--- src/sv/tpo_pkg.sv ---
package tpo_pkg;

    // number of vertices per triangle
    localparam int NUM_VERT = 3;

    // sign of one orientation determinant
    typedef struct packed {
        logic neg;
        logic zero;
    } sgn_t;

    // signs of all edge and vertex tests for one triangle pair
    typedef struct packed {
        sgn_t [NUM_VERT-1:0][NUM_VERT-1:0] eo;
        sgn_t [NUM_VERT-1:0][NUM_VERT-1:0] vo;
    } orient_set_t;

    // column of the edge table for each vertex of triangle A
    localparam logic [1:0] A_P = 2'd0;
    localparam logic [1:0] A_Q = 2'd1;
    localparam logic [1:0] A_R = 2'd2;

    // column of the vertex table
    localparam logic [1:0] V_PQ = 2'd0;  // orient(a0, b, a1)
    localparam logic [1:0] V_PR = 2'd1;  // orient(a0, b, a2)
    localparam logic [1:0] V_QR = 2'd2;  // orient(a1, a2, b)

    function automatic logic ge0(input sgn_t s);
        return !s.neg;
    endfunction

    function automatic logic le0(input sgn_t s);
        return s.neg || s.zero;
    endfunction

    function automatic logic gt0(input sgn_t s);
        return !s.neg && !s.zero;
    endfunction

endpackage

--- src/sv/tpo_decide.sv ---
module tpo_decide
    import tpo_pkg::*;
(
    input  orient_set_t os,
    output logic        overlap
);
    // a0 in the vertex region at b[p]; q, r follow counterclockwise
    function automatic logic vertex_region(
        input orient_set_t s,
        input logic [1:0]  p,
        input logic [1:0]  q,
        input logic [1:0]  r
    );
        logic res;
        if (ge0(s.eo[r][A_Q])) begin
            if (ge0(s.eo[q][A_Q])) begin
                if (gt0(s.vo[p][V_PQ]))
                    res = le0(s.vo[q][V_PQ]);
                else
                    res = ge0(s.vo[p][V_PR]) && ge0(s.vo[p][V_QR]);
            end
            else begin
                res = le0(s.vo[q][V_PQ]) && ge0(s.eo[q][A_R]) && ge0(s.vo[q][V_QR]);
            end
        end
        else if (ge0(s.eo[r][A_R])) begin
            if (ge0(s.vo[r][V_QR]))
                res = ge0(s.vo[p][V_PR]);
            else
                res = ge0(s.vo[q][V_QR]) && ge0(s.eo[q][A_R]);
        end
        else begin
            res = 1'b0;
        end
        return res;
    endfunction

    // a0 in the edge region of the edge from b[y] to b[x]
    function automatic logic edge_region(
        input orient_set_t s,
        input logic [1:0]  x,
        input logic [1:0]  y
    );
        logic res;
        if (ge0(s.eo[y][A_Q])) begin
            if (ge0(s.vo[x][V_PQ]))
                res = le0(s.vo[y][V_PQ]);
            else
                res = ge0(s.vo[x][V_QR]) && ge0(s.vo[x][V_PR]);
        end
        else begin
            res = ge0(s.eo[y][A_R]) && ge0(s.vo[x][V_PR]) &&
                  (le0(s.vo[y][V_PR]) || ge0(s.vo[y][V_QR]));
        end
        return res;
    endfunction

    logic c0, c1, c2;

    // where a0 lies against each edge of b
    assign c0 = ge0(os.eo[0][A_P]);
    assign c1 = ge0(os.eo[1][A_P]);
    assign c2 = ge0(os.eo[2][A_P]);

    // region selection and the matching decision tree
    always_comb
    begin
        case ({c0, c1, c2})
            3'b111:  overlap = 1'b1;
            3'b110:  overlap = edge_region(os, 2'd0, 2'd2);
            3'b101:  overlap = edge_region(os, 2'd2, 2'd1);
            3'b100:  overlap = vertex_region(os, 2'd0, 2'd1, 2'd2);
            3'b011:  overlap = edge_region(os, 2'd1, 2'd0);
            3'b010:  overlap = vertex_region(os, 2'd1, 2'd2, 2'd0);
            default: overlap = vertex_region(os, 2'd2, 2'd0, 2'd1);
        endcase
    end
endmodule

--- config.mk ---
export PLATFORM = sky130hd
export DESIGN_NAME = tpo_decide
export DESIGN_NICKNAME = d
export VERILOG_FILES = /design/src/sv/tpo_pkg.sv /design/src/sv/tpo_decide.sv
export SDC_FILE = /design/constraint.sdc
export NUM_CORES = 1
export LEC_CHECK = 0
export BUFFER_PORTS_ARGS = -buffer_cell sky130_fd_sc_hd__buf_2
export CAP_MARGIN = 20
export CORE_AREA = 8 8 45 47
export DETAILED_ROUTE_END_ITERATION = 10
export DIE_AREA = 0 0 53 55
export SYNTH_ARGS = -nofsm -noshare
export SYNTH_HDL_FRONTEND = slang
export SYNTH_SLANG_ARGS = --single-unit
--- constraint.sdc ---
create_clock -name vclk -period 1.1
set_input_delay 0.11 -clock vclk [all_inputs]
set_output_delay 0.11 -clock vclk [all_outputs]
set_load 0.005 [all_outputs]
==> out/results.ini, run 1 <==
[sta]
postLayoutSetupSlackWorst_ps = -255
hold_violations = 0
finalWorstPathRequiredPeriod_ps = 1350
final_max_slew_viol_count = 0
grt_setup_unrepaired = yes
fmaxAchievable_mhz = 738
min_period_over_period = 1.23
worstMarginPinSlew_ps = 256
setup_violations = 1
timing.max_slew.rel_slack = 0.827

[cells_and_area]
instances_no_fill = 109
final_area_sq_um = 629
synthToLayoutAreaGrowth_pct = 90.5
finish.net_count = 131
layout.area.seq_sq_um = 0
number_of_flip_flops_and_latches = 0
num-clock-buffers = 0
utilization = 0.455
layout.filler_cells = 149
antenna_diodes = 0
fraction_of_layout_cells_with_a_size_suffix_above_1 = 0.527

[detailed_routing]
detail_route.wl_per_cell_um = 12.7
remaining_drc_errors = 0
ant_nets = 0
avgViaCountPerCell = 5.17
route.final.wire_length_um = 1390
firstDrtPassIters = 4
vias = 564
drt_iter0_drcs = 14

[worst_hold_path]
hp-start = os[25]
whs_path_depth = 3
worst_hold_path.endpoint = overlap
hold_class = in2out

[power]
power.share.switching = 0.446
p_leak_nw = 0.294
powerDensity_nw_per_um2 = 357
clock_power_share = 0
vdd_ir_drop_max_v = 0.000147
seq_power_share = 0
p_switching_w = 0.000100
share_comb_of_total_power = 1.000
internal-power_w = 0.000125

[flow_run]
maxCapViolCount = 0

[grt]
grt_pass1_wl_um = 2340
grt_use_total = 0.0959
grtUsageMet1 = 0.128
number_of_antenna_violations_at_the_first_check_in_global_routing = 0
grt_use_met2 = 0.170
gr-total-overflow = 0
first_global_vias = 575
grt_busiest_layer = met2
pin_count_of_the_biggest_net_entering_global_routing = 7
met3_usage = 0.0107

[placement]
dpl-instance-area_sq_um = 588
dp.cells = 109
io_buffers = 25
hpwlAfterDp_um = 1220
globalplace.congestion = 0.927

[synth]
avgSynthCellArea_sq_um = 6.23
synth.largest_area_cell = sky130_fd_sc_hd__nor2_1
yosys-top-cells-area = sky130_fd_sc_hd__nor2_1 (16%), sky130_fd_sc_hd__nand2b_1 (7.6%), sky130_fd_sc_hd__a21oi_1 (6.1%), sky130_fd_sc_hd__nor3_1 (6.1%), sky130_fd_sc_hd__o41ai_2 (4.9%)
synthesis.area_sq_um = 330
synth_top_area_share = 0.159
yosysWarnings = 0
synth.distinct_cells = 26
yosysSeqAreaShare = 0
post_synth_inst_count = 53
syn_nets = 89

[setup_path]
cp_max_fo = 2
timing.critical_path.arrival_ps = 1240
critical_path.startpoint_type = primary input
worst-setup-path-type = in2out
worst_setup_path_end_kind = output port
timing.critical_path.required_ps = 990

[floorplanning]
core.rowCount = 14
design.core.area_sq_um = 1380
initial_core_util = 0.239
floorplan.die.height_um = 55
io_pins = 37
design.die.area_sq_um = 2920
die_x_um = 53

[clock_network]
cts_hold_buf = 0
post_cts_buffers = 0

[status]
outcome = complete, but fails checks
failed_checks = setup timing

==> repair_timing <==
| action | CTS | global route |
|---|---|---|
| endpoints found under the setup margin | 1 | 1 |
| gates resized for setup | 2 | 9 |
| pin swaps | 1 | 2 |
==> routing by layer <==
metal  vias up  routed length (um)
met4         0                   0
met3         0                  67
met1       251                 651
met5         -                   0
met2        18                 669
li1        295                   -
==> kinds of logic after synthesis <==
logic type / after synthesis / share of synthesized area
compound gates: 21 / 0.515
buf+inv: 1 / 0.0114
mux: 1 / 0.0303
simple gates: 30 / 0.443
==> cells in the final DEF (no fill, tap or decap), types with 2 or more instances in the layout <==
| master | netlist | layout |
|---|---|---|
| sky130_fd_sc_hd__nor2_1 | 14 | 11 |
| sky130_fd_sc_hd__nand2b_1 | 4 | 4 |
| sky130_fd_sc_hd__or2_4 | 0 | 2 |
| sky130_fd_sc_hd__buf_2 | 0 | 22 |
| sky130_fd_sc_hd__nand2_1 | 2 | 2 |
| sky130_fd_sc_hd__a31oi_1 | 2 | 2 |
| sky130_fd_sc_hd__a21oi_1 | 4 | 4 |
| sky130_fd_sc_hd__and2b_1 | 2 | 2 |
| sky130_fd_sc_hd__nor3_1 | 4 | 3 |
| sky130_fd_sc_hd__buf_4 | 0 | 15 |
| sky130_fd_sc_hd__nor2_2 | 0 | 3 |
| sky130_fd_sc_hd__o21ai_0 | 2 | 2 |
| sky130_fd_sc_hd__buf_6 | 0 | 3 |
==> Yosys cell counts (all sizes together), types with 2 or more instances <==
| master | count |
|---|---|
| nand2 | 2 |
| a211oi | 2 |
| and2b | 2 |
| or2 | 2 |
| nor2 | 14 |
| nand2b | 4 |
| nor3 | 4 |
| a21oi | 4 |
| o21ai | 2 |
| a31oi | 2 |
==> power groups by stage <==
stage	logic (W)	clock network, W	registers, W
floorplan	0.0000772	0	0
global placement	0.000206	0	0
detailed placement	0.000206	0	0
CTS	0.000211	0	0
global route	0.000248	0	0
finish	0.000225	0	0
==> how the worst max path moves through the flow <==
stage                start       to  slack (ps)  cells after the start
floorplan            os[6]  overlap         -30                      5
finish              os[11]  overlap        -250                      6
global route        os[11]  overlap        -290                      6
detailed placement   os[6]  overlap        -300                      7
global placement     os[6]  overlap        -290                      7
CTS                 os[11]  overlap        -260                      6
==> final cells by class <==
| type | count | area, sq um | area share |
|---|---|---|---|
| tap | 16 | 20.0 | 0.0318 |
| multi-input combinational | 52 | 349 | 0.555 |
| timing repair buffer | 40 | 256 | 0.408 |
| inverter | 1 | 3.75 | 0.00596 |
==> worst max-delay path: stages <==
cell	delay, ps
sky130_fd_sc_hd__buf_6	90
sky130_fd_sc_hd__or2_4	240
sky130_fd_sc_hd__a2111o_1	380
sky130_fd_sc_hd__a311oi_2	200
sky130_fd_sc_hd__a41o_1	120
sky130_fd_sc_hd__buf_2	110
==> per-stage QoR <==
step	hold slack, ps	power [W]	worst slack, ps	setup TNS, ps
2_1_floorplan	363	0.0000772	-33.8	-33.8
3_3_place_gp	561	0.000206	-290	-290
3_5_place_dp	562	0.000206	-297	-297
4_1_cts	565	0.000211	-260	-260
5_1_grt	579	0.000248	-291	-291
6_report	563	0.000225	-255	-255
(Power assumes the default switching activity.)
==> inputs of run 2 (changes only) <==
--- a/config.mk
+++ b/config.mk
@@ -7,9 +7,11 @@
 export LEC_CHECK = 0
 export BUFFER_PORTS_ARGS = -buffer_cell sky130_fd_sc_hd__buf_2
 export CAP_MARGIN = 20
-export CORE_AREA = 8 8 45 47
+export CORE_AREA = 2 2 39 41
 export DETAILED_ROUTE_END_ITERATION = 10
-export DIE_AREA = 0 0 53 55
+export DIE_AREA = 0 0 41 43
+export PLACE_DENSITY_LB_ADDON = 0.3
+export SLEW_MARGIN = 5
 export SYNTH_ARGS = -nofsm -noshare
 export SYNTH_HDL_FRONTEND = slang
 export SYNTH_SLANG_ARGS = --single-unit
==> out/results.ini, run 2 (synthesis gave the netlist of run 1 again) <==
[status]
outcome = complete, but fails checks
failed_checks = setup timing

[grt]
first_global_vias = 488  ; -15%
gr-total-overflow = 0  ; unchanged
pin_count_of_the_biggest_net_entering_global_routing = 7  ; unchanged
grt_pass1_wl_um = 2080  ; -11%
grt_use_total = 0.161  ; +0.0649
number_of_antenna_violations_at_the_first_check_in_global_routing = 0  ; unchanged

[cells_and_area]
finish.net_count = 131  ; unchanged
layout.area.seq_sq_um = 0  ; unchanged
antenna_diodes = 0  ; unchanged
layout.filler_cells = 153  ; +2.7%
final_area_sq_um = 608  ; -3.4%
fraction_of_layout_cells_with_a_size_suffix_above_1 = 0.505  ; -0.0215
mostFrequentLayoutCells = sky130_fd_sc_hd__buf_2 (25), sky130_fd_sc_hd__buf_4 (15), sky130_fd_sc_hd__nor2_1 (12)
synthToLayoutAreaGrowth_pct = 84.1
multiInputGateArea_sq_um = 347  ; -0.72%
layout_commonest_cell = sky130_fd_sc_hd__buf_2
number_of_flip_flops_and_latches = 0  ; unchanged
num-clock-buffers = 0  ; unchanged

[power]
powerDensity_nw_per_um2 = 360  ; +0.84%
internal-power_w = 0.000117  ; -5.8%
vdd_ir_drop_max_v = 0.000131  ; -11%
p_leak_nw = 0.291  ; -1.3%
share_comb_of_total_power = 1.000  ; about the same
clock_power_share = 0  ; unchanged
power.share.switching = 0.465  ; +0.0185
p_switching_w = 0.000102  ; +1.5%
seq_power_share = 0  ; unchanged

[floorplanning]
io_pins = 37  ; unchanged
design.core.area_sq_um = 1380  ; unchanged
initial_core_util = 0.239  ; unchanged
floorplan.die.height_um = 43  ; -22%
design.die.area_sq_um = 1760  ; -40%
die_x_um = 41  ; -23%
core.rowCount = 14  ; unchanged

[placement]
globalplace.congestion = 0.884  ; -4.6%
hpwlAfterDp_um = 1130  ; -7.0%
dpl-instance-area_sq_um = 588  ; unchanged
io_buffers = 25  ; unchanged

[worst_hold_path]
hp-start = os[25]
worst_hold_path.endpoint = overlap
hold_class = in2out
whs_path_depth = 3  ; unchanged

[sta]
setup_violations = 1  ; unchanged
min_period_over_period = 1.25  ; +0.0149
hold_violations = 0  ; unchanged
holdWs_ps = 568  ; +5.00 ps
fmaxAchievable_mhz = 729  ; -1.2%
timing.max_slew.rel_slack = 0.747  ; -0.0796
worstMarginPinSlew_ps = 375  ; +119 ps
final_max_slew_viol_count = 0  ; unchanged
grt_setup_unrepaired = yes
finalWorstPathRequiredPeriod_ps = 1370  ; +16.4 ps
postLayoutSetupSlackWorst_ps = -271  ; -16.4 ps

[flow_run]
maxCapViolCount = 0  ; unchanged

[clock_network]
post_cts_buffers = 0  ; unchanged
cts_hold_buf = 0  ; unchanged

[detailed_routing]
remaining_drc_errors = 0  ; unchanged
vias = 568  ; +0.71%
ant_nets = 0  ; unchanged
drt_iter0_drcs = 10  ; -4
route.final.wire_length_um = 1340  ; -3.2%
detail_route.wl_per_cell_um = 12.3  ; -3.2%
firstDrtPassIters = 4  ; unchanged
avgViaCountPerCell = 5.21  ; +0.71%

[setup_path]
timing.critical_path.required_ps = 990  ; about the same
timing.critical_path.arrival_ps = 1260  ; +20 ps
worst_setup_path_end_kind = output port
cp_max_fo = 4  ; +2
critical_path.startpoint_type = primary input
worst-setup-path-type = in2out

-- run 2: cell counts in the layout (fill, tap and decap cells not counted) --
No cell type changed its count.
-- run 2: cell type report --
type                            instances  share of cell area
Inverter                                1             0.00617
Timing Repair Buffer                   40               0.391
Multi-Input combinational cell         52               0.570
Tap cell                               16              0.0329
-- run 2: per-layer routing --
metal | up-vias | global-route usage | part of all wire
met2 | 20 | 0.247 | 0.44
met5 | - | 0 | 0
li1 | 294 | - | -
met4 | 0 | 0 | 0
met3 | 0 | 0 | 0.062
met1 | 254 | 0.259 | 0.49
-- run 2: what timing repair did --
| item | 4_1_cts | 5_1_grt |
|---|---|---|
| endpoints found under the setup margin | 1 | 1 |
| cloned | 0 | 0 |
| gates resized for setup | 1 | 4 |
-- run 2: worst max-delay path by stage --
| stage | from | endpoint | slack (ps) | depth (start not counted) |
|---|---|---|---|---|
| final | os[13] | overlap | -270 | 6 |
| after global routing | os[7] | overlap | -350 | 8 |
| after CTS | os[35] | overlap | -280 | 7 |
| after detailed placement | os[6] | overlap | -300 | 7 |
| after global placement | os[6] | overlap | -290 | 7 |
| after floorplan | os[6] | overlap | -30 | 5 |
-- run 2: power groups by stage --
stage / sequential, W / clock [W] / combinational [W]
CTS: 0 / 0 / 0.000211
finish: 0 / 0 / 0.000219
global route: 0 / 0 / 0.000239
detailed placement: 0 / 0 / 0.000208
floorplan: 0 / 0 / 0.0000772
global placement: 0 / 0 / 0.000207
-- run 2: through the flow --
stage                     utilization  instances  total power, W  TNS [ps]  setup slack [ps]
final                           0.439        109        0.000219      -271              -271
after global routing            0.439        109        0.000239      -347              -347
after CTS                       0.427        109        0.000211      -275              -275
after detailed placement        0.425        109        0.000208      -303              -303
after global placement          0.425        109        0.000207      -292              -292
after floorplan                     -         53       0.0000772     -33.8             -33.8
-- run 2: critical path, stage by stage --
cell	delay (ps)
sky130_fd_sc_hd__buf_2	130
sky130_fd_sc_hd__o311ai_0	380
sky130_fd_sc_hd__o311a_1	250
sky130_fd_sc_hd__a311oi_2	50
sky130_fd_sc_hd__a41o_1	210
sky130_fd_sc_hd__buf_2	120
==> inputs of run 3 (changes only) <==
==> constraint.sdc (replaced) <==
create_clock -name vclk -period 1.55
set_input_delay 0.155 -clock vclk [all_inputs]
set_output_delay 0.155 -clock vclk [all_outputs]
set_load 0.005 [all_outputs]
==> out/results.ini, run 3 (synthesis gave the netlist of run 1 again) <==
[floorplanning]
design.die.area_sq_um = 1760  ; unchanged
die_x_um = 41  ; unchanged
initial_core_util = 0.239  ; unchanged
floorplan.die.height_um = 43  ; unchanged
io_pins = 37  ; unchanged
design.core.area_sq_um = 1380  ; unchanged
core.rowCount = 14  ; unchanged

[power]
share_comb_of_total_power = 1.000  ; about the same
vdd_ir_drop_max_v = 0.0000620  ; -53%
power.share.switching = 0.489  ; +0.0248
internal-power_w = 0.0000671  ; -43%
p_switching_w = 0.0000643  ; -37%
p_leak_nw = 0.235  ; -19%
powerDensity_nw_per_um2 = 251  ; -30%
seq_power_share = 0  ; unchanged
clock_power_share = 0  ; unchanged

[worst_hold_path]
hp-start = os[25]
worst_hold_path.endpoint = overlap
hold_class = in2out
whs_path_depth = 3  ; unchanged

[sta]
postLayoutSetupSlackWorst_ps = 42.3  ; +313 ps
holdWs_ps = 647  ; +79.0 ps
hold_violations = 0  ; unchanged
grt_setup_unrepaired = yes
final_max_slew_viol_count = 0  ; unchanged
fin_tns_setup_ps = 0  ; +271 ps
min_period_over_period = 0.973
setup_violations = 0  ; -1
finalWorstPathRequiredPeriod_ps = 1510
fmaxAchievable_mhz = 663
worstMarginPinSlew_ps = 366  ; -8.79 ps
timing.max_slew.rel_slack = 0.753  ; +0.00593

[clock_network]
cts_hold_buf = 0  ; unchanged

[setup_path]
worst_setup_path_end_kind = output port
worst-setup-path-type = in2out
cp_max_fo = 2  ; -2
timing.critical_path.arrival_ps = 1350  ; +90 ps
critical_path.startpoint_type = primary input
timing.critical_path.required_ps = 1390  ; +400 ps

[grt]
grt_pass1_wl_um = 1840  ; -11%
grt_use_total = 0.142  ; -0.0190
pin_count_of_the_biggest_net_entering_global_routing = 8  ; +1
first_global_vias = 460  ; -5.7%
gr-total-overflow = 0  ; unchanged
number_of_antenna_violations_at_the_first_check_in_global_routing = 0  ; unchanged

[cells_and_area]
fraction_of_layout_cells_with_a_size_suffix_above_1 = 0.402  ; -0.103
multiInputGateArea_sq_um = 332  ; -4.3%
utilization = 0.378  ; -0.0615
layout.filler_cells = 158  ; +3.3%
layout.area.seq_sq_um = 0  ; unchanged
mostFrequentLayoutCells = sky130_fd_sc_hd__buf_2 (23), sky130_fd_sc_hd__nor2_1 (13)
finish.net_count = 120  ; -8.4%
number_of_flip_flops_and_latches = 0  ; unchanged
synthToLayoutAreaGrowth_pct = 58.3
antenna_diodes = 0  ; unchanged
layout_commonest_cell = sky130_fd_sc_hd__buf_2
num-clock-buffers = 0  ; unchanged

[detailed_routing]
vias = 527  ; -7.2%
remaining_drc_errors = 0  ; unchanged
detail_route.wl_per_cell_um = 12.4  ; +0.29%
ant_nets = 0  ; unchanged
route.final.wire_length_um = 1210  ; -9.8%
avgViaCountPerCell = 5.38  ; +3.2%
drt_iter0_drcs = 5  ; -5
firstDrtPassIters = 4  ; unchanged

[flow_run]
maxCapViolCount = 0  ; unchanged

[placement]
globalplace.congestion = 0.790  ; -11%
io_buffers = 25  ; unchanged
placement.setup.worst_slack_ps = 37.4  ; +340 ps

[status]
outcome = finished clean

## run 3: final cells by class
cell class | count | area share
inverters | 1 | 0.00718
well taps | 16 | 0.0383
repair buffers | 29 | 0.321
multi-input cells | 52 | 0.634
## run 3: worst max-delay path, cell delays in order
cell                       delay [ps]
sky130_fd_sc_hd__buf_6             90
sky130_fd_sc_hd__or2_1            240
sky130_fd_sc_hd__a2111o_1         390
sky130_fd_sc_hd__a311oi_2         260
sky130_fd_sc_hd__a41o_1           110
sky130_fd_sc_hd__buf_2            110
## run 3: repair_timing
item                                   CTS  global route
setup buffers                            0             1
gates resized for setup                  0             4
endpoints found under the hold margin    0             0
setup endpoints to repair                0             1
## run 3: worst max path at each step
stage,from,endpoint,slack [ps],depth (start not counted)
2_1_floorplan,os[11],overlap,290,4
3_3_place_gp,os[11],overlap,30,6
3_5_place_dp,os[11],overlap,40,6
4_1_cts,os[11],overlap,40,6
5_1_grt,os[9],overlap,-6,6
6_report,os[9],overlap,40,6
## run 3: layer usage
layer  part of all wire  vias up  GRT usage
met5                  0        -          0
met4                  0        0          0
met3              0.092        0    0.00524
met2               0.49       25      0.244
met1               0.42      232      0.199
li1                   -      270          -
## run 3: power groups by stage
| stage | Combinational, W | Clock, W | Sequential [W] |
|---|---|---|---|
| 6_report | 0.000131 | 0 | 0 |
| 5_1_grt | 0.000146 | 0 | 0 |
| 4_1_cts | 0.000125 | 0 | 0 |
| 3_5_place_dp | 0.000124 | 0 | 0 |
| 3_3_place_gp | 0.000124 | 0 | 0 |
| 2_1_floorplan | 0.0000548 | 0 | 0 |
## run 3: per-stage QoR
stage / total power [W] / area, sq um / std cells
after CTS: 0.000125 / 498 / 97
final: 0.000131 / 523 / 98
after global placement: 0.000124 / 498 / 97
after floorplan: 0.0000548 / 330 / 53
after detailed placement: 0.000124 / 498 / 97
after global routing: 0.000146 / 523 / 98
